[config.mk]
export PLATFORM = sky130hd
export DESIGN_NAME = spht_back_flat
export DESIGN_NICKNAME = d
export VERILOG_FILES = /design/src/rtl/spht_pkg.sv /design/src/rtl/spht_if.sv /design/src/rtl/spht_back.sv /design/src/flat_wrapper.sv
export SDC_FILE = /design/constraint.sdc
export NUM_CORES = 2
export LEC_CHECK = 0
export ABC_AREA = 1
export ABC_CLOCK_PERIOD_IN_PS = 9700
export CORE_MARGIN = 2
export CORE_UTILIZATION = 45
export DETAILED_ROUTE_END_ITERATION = 12
export DONT_BUFFER_PORTS = 1
export GPL_ROUTABILITY_DRIVEN = 0
export HOLD_SLACK_MARGIN = 0.15
export PLACE_DENSITY_LB_ADDON = 0.08
export SLEW_MARGIN = 20
export SYNTH_ARGS = -nofsm -noshare
export SYNTH_HDL_FRONTEND = slang
export SYNTH_SLANG_ARGS = --single-unit
export TNS_END_PERCENT = 1
[constraint.sdc]
create_clock -name clk_i -period 9.7 [get_ports clk_i]
set_clock_uncertainty 0.05 [all_clocks]
set_input_delay 0 -clock clk_i [delete_from_list [all_inputs] [get_ports clk_i]]
set_output_delay 0 -clock clk_i [all_outputs]
set_load 0.01 [all_outputs]
[src/rtl/spht_pkg.sv]
// Shared types, constants and register map for the span pick hit-test block.
// Used by the interfaces and every module of the block.
package spht_pkg;

  localparam int COORD_BITS  = 16;
  localparam int DEPTH_W     = 32;
  localparam int FACE_W      = 24;
  localparam int MESH_W      = 8;
  localparam int SLOT_FW     = 4;
  localparam int CMD_W       = 2;
  localparam int POINT_SLOTS = 16;
  localparam int SLOT_IW     = (POINT_SLOTS > 1) ? $clog2(POINT_SLOTS) : 1;
  localparam int PROD_W      = COORD_BITS + DEPTH_W;
  localparam int CNT_W       = $clog2(PROD_W + 1);
  localparam int CFG_IDX_W   = 3;
  localparam int CFG_DATA_W  = 16;
  // queue depth must stay a power of two
  localparam int QUEUE_DEPTH = 2;
  localparam int QPTR_W      = (QUEUE_DEPTH > 1) ? $clog2(QUEUE_DEPTH) : 1;
  localparam int QCNT_W      = $clog2(QUEUE_DEPTH + 1);

  localparam logic [DEPTH_W-1:0] DEPTH_MAX = {1'b0, {(DEPTH_W-1){1'b1}}};

  localparam logic [CMD_W-1:0] CMD_BEGIN = 2'd0;
  localparam logic [CMD_W-1:0] CMD_LOAD  = 2'd1;
  localparam logic [CMD_W-1:0] CMD_SPAN  = 2'd2;
  localparam logic [CMD_W-1:0] CMD_READ  = 2'd3;

  localparam logic [1:0] MODE_POINT  = 2'd0;
  localparam logic [1:0] MODE_CIRCLE = 2'd1;
  localparam logic [1:0] MODE_RECT   = 2'd2;
  localparam logic [1:0] MODE_ARRAY  = 2'd3;

  localparam logic [CFG_IDX_W-1:0] REG_MODE     = 3'd0;
  localparam logic [CFG_IDX_W-1:0] REG_PICK_X   = 3'd1;
  localparam logic [CFG_IDX_W-1:0] REG_PICK_Y   = 3'd2;
  localparam logic [CFG_IDX_W-1:0] REG_CORNER_X = 3'd3;
  localparam logic [CFG_IDX_W-1:0] REG_CORNER_Y = 3'd4;
  localparam logic [CFG_IDX_W-1:0] REG_RADIUS   = 3'd5;
  localparam logic [CFG_IDX_W-1:0] REG_INVERT   = 3'd6;

  typedef logic signed [COORD_BITS-1:0] coord_t;
  typedef logic signed [DEPTH_W-1:0]    depth_t;

  typedef enum logic [2:0] {
    K_BEGIN,
    K_LOAD,
    K_READ,
    K_POINT,
    K_CIRCLE,
    K_RECT,
    K_ARRAY
  } kind_e;

  typedef struct packed {
    logic [1:0]  mode;
    coord_t      pick_x;
    coord_t      pick_y;
    coord_t      corner_x;
    coord_t      corner_y;
    logic [15:0] circle_radius;
    logic        invert;
  } cfg_t;

  typedef struct packed {
    kind_e               kind;
    coord_t              span_left;
    coord_t              span_right;
    coord_t              span_row;
    depth_t              depth_left;
    depth_t              depth_right;
    logic [FACE_W-1:0]   face_index;
    logic [MESH_W-1:0]   mesh_id;
    logic [SLOT_FW-1:0]  point_slot;
    coord_t              point_col;
    coord_t              point_row;
  } item_t;

endpackage

[src/rtl/spht_if.sv]


interface spht_out_if import spht_pkg::*; ();
  logic              valid;
  logic              ready;
  logic              hit_valid;
  logic [MESH_W-1:0] hit_mesh;
  logic [FACE_W-1:0] hit_face;
  depth_t            hit_depth;
  logic              mark_triangle;
  logic              mark_deselect;

  modport source (output valid, hit_valid, hit_mesh, hit_face, hit_depth, mark_triangle,
                  mark_deselect, input ready);
  modport sink (input valid, hit_valid, hit_mesh, hit_face, hit_depth, mark_triangle,
                mark_deselect, output ready);
endinterface


[src/rtl/spht_back.sv]
// Back end: executes queued requests with a shift-add multiplier, a restoring
// divider, the point table and the output register. Depends on spht_pkg, spht_out_if.
module spht_back import spht_pkg::*; (
  input  logic  clk_i,
  input  logic  rst_ni,
  input  cfg_t  cfg_i,
  input  logic  q_valid_i,
  input  item_t q_item_i,
  output logic  q_pop_o,
  spht_out_if.source out_o
);

  typedef enum logic [3:0] {
    S_IDLE, S_SETUP, S_MUL, S_DIV, S_QUOT, S_CMP, S_CIRC_SQ, S_CIRC_CMP, S_RESULT
  } state_e;

  localparam int CW = COORD_BITS;

  state_e               state_q;
  item_t                it_q;
  logic [SLOT_IW-1:0]   idx_q;
  logic                 in_range_q;
  logic [CW-1:0]        a_q, d_q, rem_q;
  logic [PROD_W-1:0]    bsh_q, acc_q;
  logic                 neg_q;
  logic [CNT_W-1:0]     cnt_q;
  logic signed [DEPTH_W+1:0] z_q;
  logic [CW-1:0]        ax_q, ay_q;
  logic                 nonempty_q;
  logic [2*CW-1:0]      sqx_q, sqy_q;
  logic [31:0]          r2_q;
  logic                 mark_q;

  depth_t               best_depth_q;
  logic [MESH_W-1:0]    best_mesh_q;
  logic [FACE_W-1:0]    best_face_q;
  logic                 best_valid_q;

  coord_t               slot_col_q   [POINT_SLOTS];
  coord_t               slot_row_q   [POINT_SLOTS];
  depth_t               slot_depth_q [POINT_SLOTS];
  logic [MESH_W-1:0]    slot_mesh_q  [POINT_SLOTS];
  logic [FACE_W-1:0]    slot_face_q  [POINT_SLOTS];
  logic [POINT_SLOTS-1:0] slot_valid_q;

  logic                 out_valid_q, out_hit_valid_q, out_mark_q, out_desel_q;
  logic [MESH_W-1:0]    out_mesh_q;
  logic [FACE_W-1:0]    out_face_q;
  depth_t               out_depth_q;

  // target point and span tests
  coord_t               tgt_col, tgt_row;
  logic                 in_span, last_tgt;
  logic signed [CW:0]   a_w, d_w;
  logic signed [DEPTH_W:0] dz, dz_abs;
  logic [CW:0]          trial, trial_sub;
  logic                 ge;
  logic signed [DEPTH_W+1:0] q_s, z_w;
  depth_t               cur_depth;
  logic                 z_hit;
  // circle and rectangle setup from the queue head
  coord_t               clamp_p;
  logic signed [CW:0]   dx, dy;
  logic [CW-1:0]        adx, ady;
  logic                 rect_ok, slot_ok;
  logic [SLOT_IW-1:0]   head_idx;
  logic [2*CW:0]        sq_sum;
  logic [2*CW+8:0]      lhs;

  assign q_pop_o = (state_q == S_IDLE) && q_valid_i;

  always_comb begin
    tgt_col  = (it_q.kind == K_ARRAY) ? slot_col_q[idx_q] : cfg_i.pick_x;
    tgt_row  = (it_q.kind == K_ARRAY) ? slot_row_q[idx_q] : cfg_i.pick_y;
    in_span  = (tgt_row == it_q.span_row) &&
               ($signed(tgt_col) >= $signed(it_q.span_left)) &&
               ($signed(tgt_col) <= $signed(it_q.span_right));
    last_tgt = (it_q.kind != K_ARRAY) || (idx_q == SLOT_IW'(POINT_SLOTS - 1));
    a_w      = $signed({tgt_col[CW-1], tgt_col}) -
               $signed({it_q.span_left[CW-1], it_q.span_left});
    d_w      = $signed({it_q.span_right[CW-1], it_q.span_right}) -
               $signed({it_q.span_left[CW-1], it_q.span_left});
    dz       = $signed({it_q.depth_right[DEPTH_W-1], it_q.depth_right}) -
               $signed({it_q.depth_left[DEPTH_W-1], it_q.depth_left});
    dz_abs   = dz[DEPTH_W] ? -dz : dz;

    trial     = {rem_q, acc_q[PROD_W-1]};
    ge        = trial >= {1'b0, d_q};
    trial_sub = trial - {1'b0, d_q};

    q_s = neg_q ? -$signed({2'b00, acc_q[DEPTH_W-1:0]}) : $signed({2'b00, acc_q[DEPTH_W-1:0]});
    z_w = $signed({{2{it_q.depth_left[DEPTH_W-1]}}, it_q.depth_left}) + q_s;

    if (it_q.kind == K_POINT) cur_depth = best_depth_q;
    else cur_depth = slot_valid_q[idx_q] ? slot_depth_q[idx_q] : DEPTH_MAX;
    z_hit = !z_q[DEPTH_W+1] && (z_q != '0) &&
            (z_q < $signed({{2{cur_depth[DEPTH_W-1]}}, cur_depth}));

    if ($signed(cfg_i.pick_x) < $signed(q_item_i.span_left)) clamp_p = q_item_i.span_left;
    else if ($signed(cfg_i.pick_x) > $signed(q_item_i.span_right)) clamp_p = q_item_i.span_right;
    else clamp_p = cfg_i.pick_x;
    dx  = $signed({cfg_i.pick_x[CW-1], cfg_i.pick_x}) - $signed({clamp_p[CW-1], clamp_p});
    dy  = $signed({cfg_i.pick_y[CW-1], cfg_i.pick_y}) -
          $signed({q_item_i.span_row[CW-1], q_item_i.span_row});
    adx = dx[CW] ? CW'(-dx) : dx[CW-1:0];
    ady = dy[CW] ? CW'(-dy) : dy[CW-1:0];

    rect_ok = !((($signed(q_item_i.span_left) < $signed(cfg_i.pick_x)) &&
                 ($signed(q_item_i.span_left) < $signed(cfg_i.corner_x))) ||
                (($signed(q_item_i.span_right) > $signed(cfg_i.pick_x)) &&
                 ($signed(q_item_i.span_right) > $signed(cfg_i.corner_x))) ||
                (($signed(q_item_i.span_row) < $signed(cfg_i.pick_y)) &&
                 ($signed(q_item_i.span_row) < $signed(cfg_i.corner_y))) ||
                (($signed(q_item_i.span_row) > $signed(cfg_i.pick_y)) &&
                 ($signed(q_item_i.span_row) > $signed(cfg_i.corner_y))) ||
                q_item_i.depth_left[DEPTH_W-1] || q_item_i.depth_right[DEPTH_W-1]);

    slot_ok  = 32'(q_item_i.point_slot) < POINT_SLOTS;
    head_idx = SLOT_IW'(q_item_i.point_slot);

    sq_sum = {1'b0, sqx_q} + {1'b0, sqy_q};
    lhs    = {sq_sum, 8'b0};
  end

  always_ff @(posedge clk_i or negedge rst_ni) begin
    if (!rst_ni) begin
      state_q      <= S_IDLE;
      out_valid_q  <= 1'b0;
      best_depth_q <= DEPTH_MAX;
      best_mesh_q  <= '0;
      best_face_q  <= '0;
      best_valid_q <= 1'b0;
      slot_valid_q <= '0;
    end else begin
      if (out_valid_q && out_o.ready && (state_q != S_RESULT)) out_valid_q <= 1'b0;
      unique case (state_q)
        S_IDLE: begin
          if (q_valid_i) begin
            it_q   <= q_item_i;
            mark_q <= (q_item_i.kind == K_RECT) && rect_ok;
            idx_q  <= (q_item_i.kind == K_READ) ? head_idx : '0;
            unique case (q_item_i.kind)
              K_BEGIN: begin
                best_depth_q <= DEPTH_MAX;
                best_mesh_q  <= '0;
                best_face_q  <= '0;
                best_valid_q <= 1'b0;
                slot_valid_q <= '0;
                state_q      <= S_RESULT;
              end
              K_LOAD: begin
                if (slot_ok) begin
                  slot_col_q[head_idx]   <= q_item_i.point_col;
                  slot_row_q[head_idx]   <= q_item_i.point_row;
                  slot_valid_q[head_idx] <= 1'b0;
                end
                state_q <= S_RESULT;
              end
              K_READ: begin
                in_range_q <= slot_ok;
                state_q    <= S_RESULT;
              end
              K_POINT, K_ARRAY: state_q <= S_SETUP;
              K_CIRCLE: begin
                ax_q       <= adx;
                ay_q       <= ady;
                nonempty_q <= $signed(q_item_i.span_left) <= $signed(q_item_i.span_right);
                state_q    <= S_CIRC_SQ;
              end
              default: state_q <= S_RESULT;
            endcase
          end
        end
        S_SETUP: begin
          if (!in_span) begin
            if (last_tgt) state_q <= S_RESULT;
            else idx_q <= idx_q + 1'b1;
          end else if (d_w == '0) begin
            z_q     <= $signed({{2{it_q.depth_left[DEPTH_W-1]}}, it_q.depth_left});
            state_q <= S_CMP;
          end else begin
            a_q     <= a_w[CW-1:0];
            d_q     <= d_w[CW-1:0];
            bsh_q   <= PROD_W'(dz_abs[DEPTH_W-1:0]);
            neg_q   <= dz[DEPTH_W];
            acc_q   <= '0;
            cnt_q   <= '0;
            state_q <= S_MUL;
          end
        end
        S_MUL: begin
          // one multiplier bit a cycle
          if (a_q[0]) acc_q <= acc_q + bsh_q;
          bsh_q <= {bsh_q[PROD_W-2:0], 1'b0};
          a_q   <= {1'b0, a_q[CW-1:1]};
          if (cnt_q == CNT_W'(CW - 1)) begin
            cnt_q   <= '0;
            rem_q   <= '0;
            state_q <= S_DIV;
          end else begin
            cnt_q <= cnt_q + 1'b1;
          end
        end
        S_DIV: begin
          // one quotient bit a cycle; quotient shifts into acc
          rem_q <= ge ? trial_sub[CW-1:0] : trial[CW-1:0];
          acc_q <= {acc_q[PROD_W-2:0], ge};
          cnt_q <= cnt_q + 1'b1;
          if (cnt_q == CNT_W'(PROD_W - 1)) state_q <= S_QUOT;
        end
        S_QUOT: begin
          z_q     <= z_w;
          state_q <= S_CMP;
        end
        S_CMP: begin
          if (z_hit) begin
            if (it_q.kind == K_POINT) begin
              best_depth_q <= z_q[DEPTH_W-1:0];
              best_mesh_q  <= it_q.mesh_id;
              best_face_q  <= it_q.face_index;
              best_valid_q <= 1'b1;
            end else begin
              slot_depth_q[idx_q] <= z_q[DEPTH_W-1:0];
              slot_mesh_q[idx_q]  <= it_q.mesh_id;
              slot_face_q[idx_q]  <= it_q.face_index;
              slot_valid_q[idx_q] <= 1'b1;
            end
          end
          if (last_tgt) state_q <= S_RESULT;
          else begin
            idx_q   <= idx_q + 1'b1;
            state_q <= S_SETUP;
          end
        end
        S_CIRC_SQ: begin
          sqx_q   <= ax_q * ax_q;
          sqy_q   <= ay_q * ay_q;
          r2_q    <= cfg_i.circle_radius * cfg_i.circle_radius;
          state_q <= S_CIRC_CMP;
        end
        S_CIRC_CMP: begin
          mark_q  <= nonempty_q && (lhs < (2*CW+9)'(r2_q));
          state_q <= S_RESULT;
        end
        S_RESULT: begin
          // hold until the output register is free
          if (!out_valid_q || out_o.ready) begin
            out_valid_q <= 1'b1;
            out_mark_q  <= mark_q;
            out_desel_q <= mark_q && cfg_i.invert;
            if (it_q.kind == K_READ) begin
              if (in_range_q && slot_valid_q[idx_q]) begin
                out_hit_valid_q <= 1'b1;
                out_mesh_q      <= slot_mesh_q[idx_q];
                out_face_q      <= slot_face_q[idx_q];
                out_depth_q     <= slot_depth_q[idx_q];
              end else begin
                out_hit_valid_q <= 1'b0;
                out_mesh_q      <= '0;
                out_face_q      <= '0;
                out_depth_q     <= DEPTH_MAX;
              end
            end else begin
              out_hit_valid_q <= best_valid_q;
              out_mesh_q      <= best_mesh_q;
              out_face_q      <= best_face_q;
              out_depth_q     <= best_depth_q;
            end
            state_q <= S_IDLE;
          end
        end
        default: state_q <= S_IDLE;
      endcase
    end
  end

  assign out_o.valid         = out_valid_q;
  assign out_o.hit_valid     = out_hit_valid_q;
  assign out_o.hit_mesh      = out_mesh_q;
  assign out_o.hit_face      = out_face_q;
  assign out_o.hit_depth     = out_depth_q;
  assign out_o.mark_triangle = out_mark_q;
  assign out_o.mark_deselect = out_desel_q;

endmodule
[src/flat_wrapper.sv]
// flat-port wrapper written by rule: the top's interface ports become plain ports
module spht_back_flat import spht_pkg::*;
  (clk_i, rst_ni, cfg_i, q_valid_i, q_item_i, q_pop_o, out_o_valid, out_o_hit_valid, out_o_hit_mesh, out_o_hit_face, out_o_hit_depth, out_o_mark_triangle, out_o_mark_deselect, out_o_ready);
  spht_out_if out_o_i ();
  input  logic clk_i;
  input  logic rst_ni;
  input  cfg_t cfg_i;
  input  logic q_valid_i;
  input  item_t q_item_i;
  output logic q_pop_o;
  output wire logic [$bits(out_o_i.valid)-1:0] out_o_valid;
  output wire logic [$bits(out_o_i.hit_valid)-1:0] out_o_hit_valid;
  output wire logic [$bits(out_o_i.hit_mesh)-1:0] out_o_hit_mesh;
  output wire logic [$bits(out_o_i.hit_face)-1:0] out_o_hit_face;
  output wire logic [$bits(out_o_i.hit_depth)-1:0] out_o_hit_depth;
  output wire logic [$bits(out_o_i.mark_triangle)-1:0] out_o_mark_triangle;
  output wire logic [$bits(out_o_i.mark_deselect)-1:0] out_o_mark_deselect;
  input wire logic [$bits(out_o_i.ready)-1:0] out_o_ready;
  assign out_o_valid = out_o_i.valid;
  assign out_o_hit_valid = out_o_i.hit_valid;
  assign out_o_hit_mesh = out_o_i.hit_mesh;
  assign out_o_hit_face = out_o_i.hit_face;
  assign out_o_hit_depth = out_o_i.hit_depth;
  assign out_o_mark_triangle = out_o_i.mark_triangle;
  assign out_o_mark_deselect = out_o_i.mark_deselect;
  assign out_o_i.ready = out_o_ready;
  spht_back u_core (.clk_i(clk_i), .rst_ni(rst_ni), .cfg_i(cfg_i), .q_valid_i(q_valid_i), .q_item_i(q_item_i), .q_pop_o(q_pop_o), .out_o(out_o_i));
endmodule
==> results.py <==
metrics = {
    "worst_setup_path": {
        "critPathCaptureType": "flop",
        "cp.required_ns": 10.38,
        "crit_arrival_ns": 9.19,
        "startpoint_type": "flop",
        "max_stage_delay_ns": 0.78,
        "cp_max_fo": 159,
        "path_common_cell": "nand2_1",
        "slowest_stage": "dlygate4sd3_1",
        "critPathKind": "reg -> reg",
    },
    "sta": {
        "finalHoldViolCount": 0,
        "final.period_utilization_pct": 87.7,
        "worst_slew_pin_slew_ns": 1.28,
        "setup_tns_ns": 0,
        "period_needed_ns": 8.51,
        "drv_slew": 0,
        "rsz0062_at_grt": "false",
        "setup_viol": 0,
        "max_freq_ghz": 0.118,
        "maxSlewHeadroom_pct": 14.0,
    },
    "routing": {
        "drcViolationCount": 0,
        "wl_per_cell_um": 22.3,
        "ant_nets": 0,
        "vias_per_cell": 5.51,
        "drtIter0Drc": 8145,
        "dr.pass1.iters": 6,
        "via_count": 93300,
        "wirelength_um": 377000,
    },
    "synth": {
        "syn_inst": 12600,
        "synth_edf_count": 2066,
        "syn_avg_cell_area_um2": 9.98,
        "yosysSeqAreaShare_pct": 51.1,
        "ys_top_cells_by_count": "2,232 x nand2_1, 2,066 x edfxtp_1, 1,787 x inv_1, 1,227 x nor2_1, 1,079 x o21ai_0",
        "synth-main-ff-cell": "edfxtp_1",
        "syn-cell-area_um2": 126000,
        "ys_ff_latch": 2156,
        "synth_most_common_cell": "nand2_1",
        "yosysWarnings": 0,
        "async_flop_share_pct": 3.99,
        "synth_top_area_share_pct": 49.3,
        "yosys.area.top_type": "edfxtp_1",
        "synth_nets": 14100,
        "synthTopCellsByArea": "edfxtp_1 49%, fa_1 7.9%, ha_1 7.0%",
        "ys_types": 66,
    },
    "power_and_ir_drop": {
        "power_leakage_nw": 59.3,
        "pwr_density_cell_nw_per_um2": 251,
        "ir_drop_v": 0.000284,
        "finalPower_mw": 35.8,
    },
    "global_route": {
        "grt_pass1_wl_um": 569000,
        "grt_pass1_vias": 92500,
        "overflow": 0,
        "antenna_found_initial": 25,
        "track_usage_pct": 26.1,
        "grt_max_degree": 257,
    },
    "die": {
        "fp-row-count": 194,
        "dieHeight_um": 533,
        "die_area_um2": 284000,
        "core_area_um2": 279000,
        "start_util_pct": 45.1,
        "ios": 339,
        "die_width_um": 533,
    },
    "clock_network": {
        "clock_sinks": 2156,
        "clk_pin_slew_ns": 0.06,
        "clk_path_buf_depth": 4,
        "clk_latency_ns": 0.93,
        "clockRootBuffer": "clkbuf_16",
        "numCtsBuffers": 242,
        "htreeDepth": 4,
        "cts_tree": "built",
    },
    "placement": {
        "io_buffers": 0,
        "place_area_um2": 130000,
        "dp_hpwl_um": 242000,
    },
    "cells_and_area": {
        "drive_above_1_share_pct": 5.00,
        "fill_cells": 25100,
        "fin_nets": 14400,
        "stdcell_area_um2": 143000,
        "syn_to_final_growth_pct": 13.6,
    },
    "status": {
        "status": "completed",
    },
    "flow_run": {
        "max-cap-violations": 0,
    },
    "min_path": {
        "hp-class": "in -> reg",
    },
}
[state kept, by name, summed over array words and instances, names as in the netlist, 16 cells and up, named ones only]
signal / count
u_core.slot_depth_q: 512
u_core.slot_mesh_q: 128
u_core.best_face_q: 24
u_core.d_q: 16
u_core.slot_row_q: 256
u_core.a_q: 16
u_core.sqx_q: 31
u_core.bsh_q: 48
u_core.slot_face_q: 384
u_core.out_o.hit_depth: 32
u_core.best_depth_q: 32
u_core.it_q: 147
u_core.sqy_q: 31
u_core.out_o.hit_face: 24
u_core.rem_q: 16
u_core.z_q: 34
u_core.ay_q: 16
u_core.acc_q: 48
u_core.ax_q: 16
u_core.slot_col_q: 256
u_core.slot_valid_q: 16
u_core.r2_q: 31
[per-layer routing]
metal | global-route usage [%] | vias to the layer above | share of wire, %
met5 | 0 | - | 0.0090
met4 | 10.4 | 6 | 4.4
met3 | 3.46 | 587 | 6.3
met2 | 41.9 | 2960 | 46
met1 | 36.0 | 46000 | 44
li1 | - | 43700 | -
[critical path, delay by kind of cell (launching register included)]
family	cells	cell delay, ns
compound gates	5	1.47
simple gates	15	1.68
buf+inv	8	3.73
flops	1	0.51
fa+ha+maj	2	0.68
[placed cells by master (no fill, tap or decap), types with 57 or more instances in the layout]
cell / netlist / layout
o21ai_1: 88 / 92
a21oi_1: 473 / 472
edfxtp_1: 2066 / 2066
nor3_1: 96 / 81
o21ai_0: 1079 / 1075
ha_1: 701 / 701
xnor2_1: 100 / 100
clkbuf_16: 0 / 244
o221ai_1: 220 / 220
o22ai_1: 118 / 118
nor2_1: 1227 / 1201
nand2_1: 2232 / 2231
buf_4: 19 / 112
xor2_1: 199 / 199
inv_1: 1787 / 1784
nand3_1: 515 / 513
clkinv_2: 0 / 57
o211ai_1: 70 / 70
a31oi_1: 103 / 103
nand4_1: 121 / 121
fa_1: 494 / 494
dlygate4sd3_1: 0 / 501
[worst paths after layout]
| path | startpoint | endpoint | slack (ns) | cells past startpoint |
|---|---|---|---|---|
| max | flop | u_core.state_q[3] | 1.19 | 30 |
| min | cfg_i[1] | u_core.r2_q[12] | 0.20 | 6 |
| max reg2reg | flop | u_core.state_q[3] | 1.19 | 30 |
| min reg2reg | u_core.best_valid_q | u_core.best_valid_q | 0.43 | 2 |
| max in group asynchronous | rst_ni | u_core.out_o.valid | 8.66 | 4 |
| min in group asynchronous | rst_ni | u_core.best_face_q[9] | 0.29 | 4 |
[where the power goes]
part | internal [mW] | switching, mW | leakage (nW)
Combinational | 5.17 | 9.78 | 35.6
Sequential | 11.1 | 0.467 | 19.8
Clock | 5.39 | 3.88 | 3.91
[repair_timing]
item | in CTS | in global routing
hold endpoints to repair | 1683 | 0
setup endpoints to repair | 0 | 0
gates resized for setup | 0 | 0
hold buffers | 503 | 0
setup buffers | 0 | 0
[kinds of logic after synthesis]
kind of cell,Yosys count,share of synthesized area (%)
simple gates,4298,13.9
compound gates,2341,10.8
buf+inv,2312,7.19
flops,2156,51.1
fa+ha+maj,1195,14.8
xor+xnor,303,2.13
[metrics by stage]
stage	utilization, %	hold slack, ns	worst slack (ns)	std cells
after floorplan	-	-0.346	1.18	12600
after global placement	46.5	-0.339	2.08	15900
after detailed placement	46.5	-0.338	2.01	15900
after CTS	51.2	0.151	1.39	16900
after global routing	51.3	0.206	0.893	16900
final	51.3	0.204	1.19	16900
[cell type report]
| cell class | count | area, µm² | share of cell area, % |
|---|---|---|---|
| well taps | 3724 | 4660 | 3.26 |
| flip-flops and latches | 2156 | 64300 | 45.0 |
| clock inverters | 156 | 1620 | 1.14 |
| inverters | 1799 | 6780 | 4.75 |
| clock buffers | 296 | 6370 | 4.46 |
| multi-input cells | 8137 | 52700 | 36.9 |
| diodes | 15 | 37.5 | 0.0263 |
| repair buffers | 636 | 6350 | 4.44 |
(Power assumes the default switching activity.)
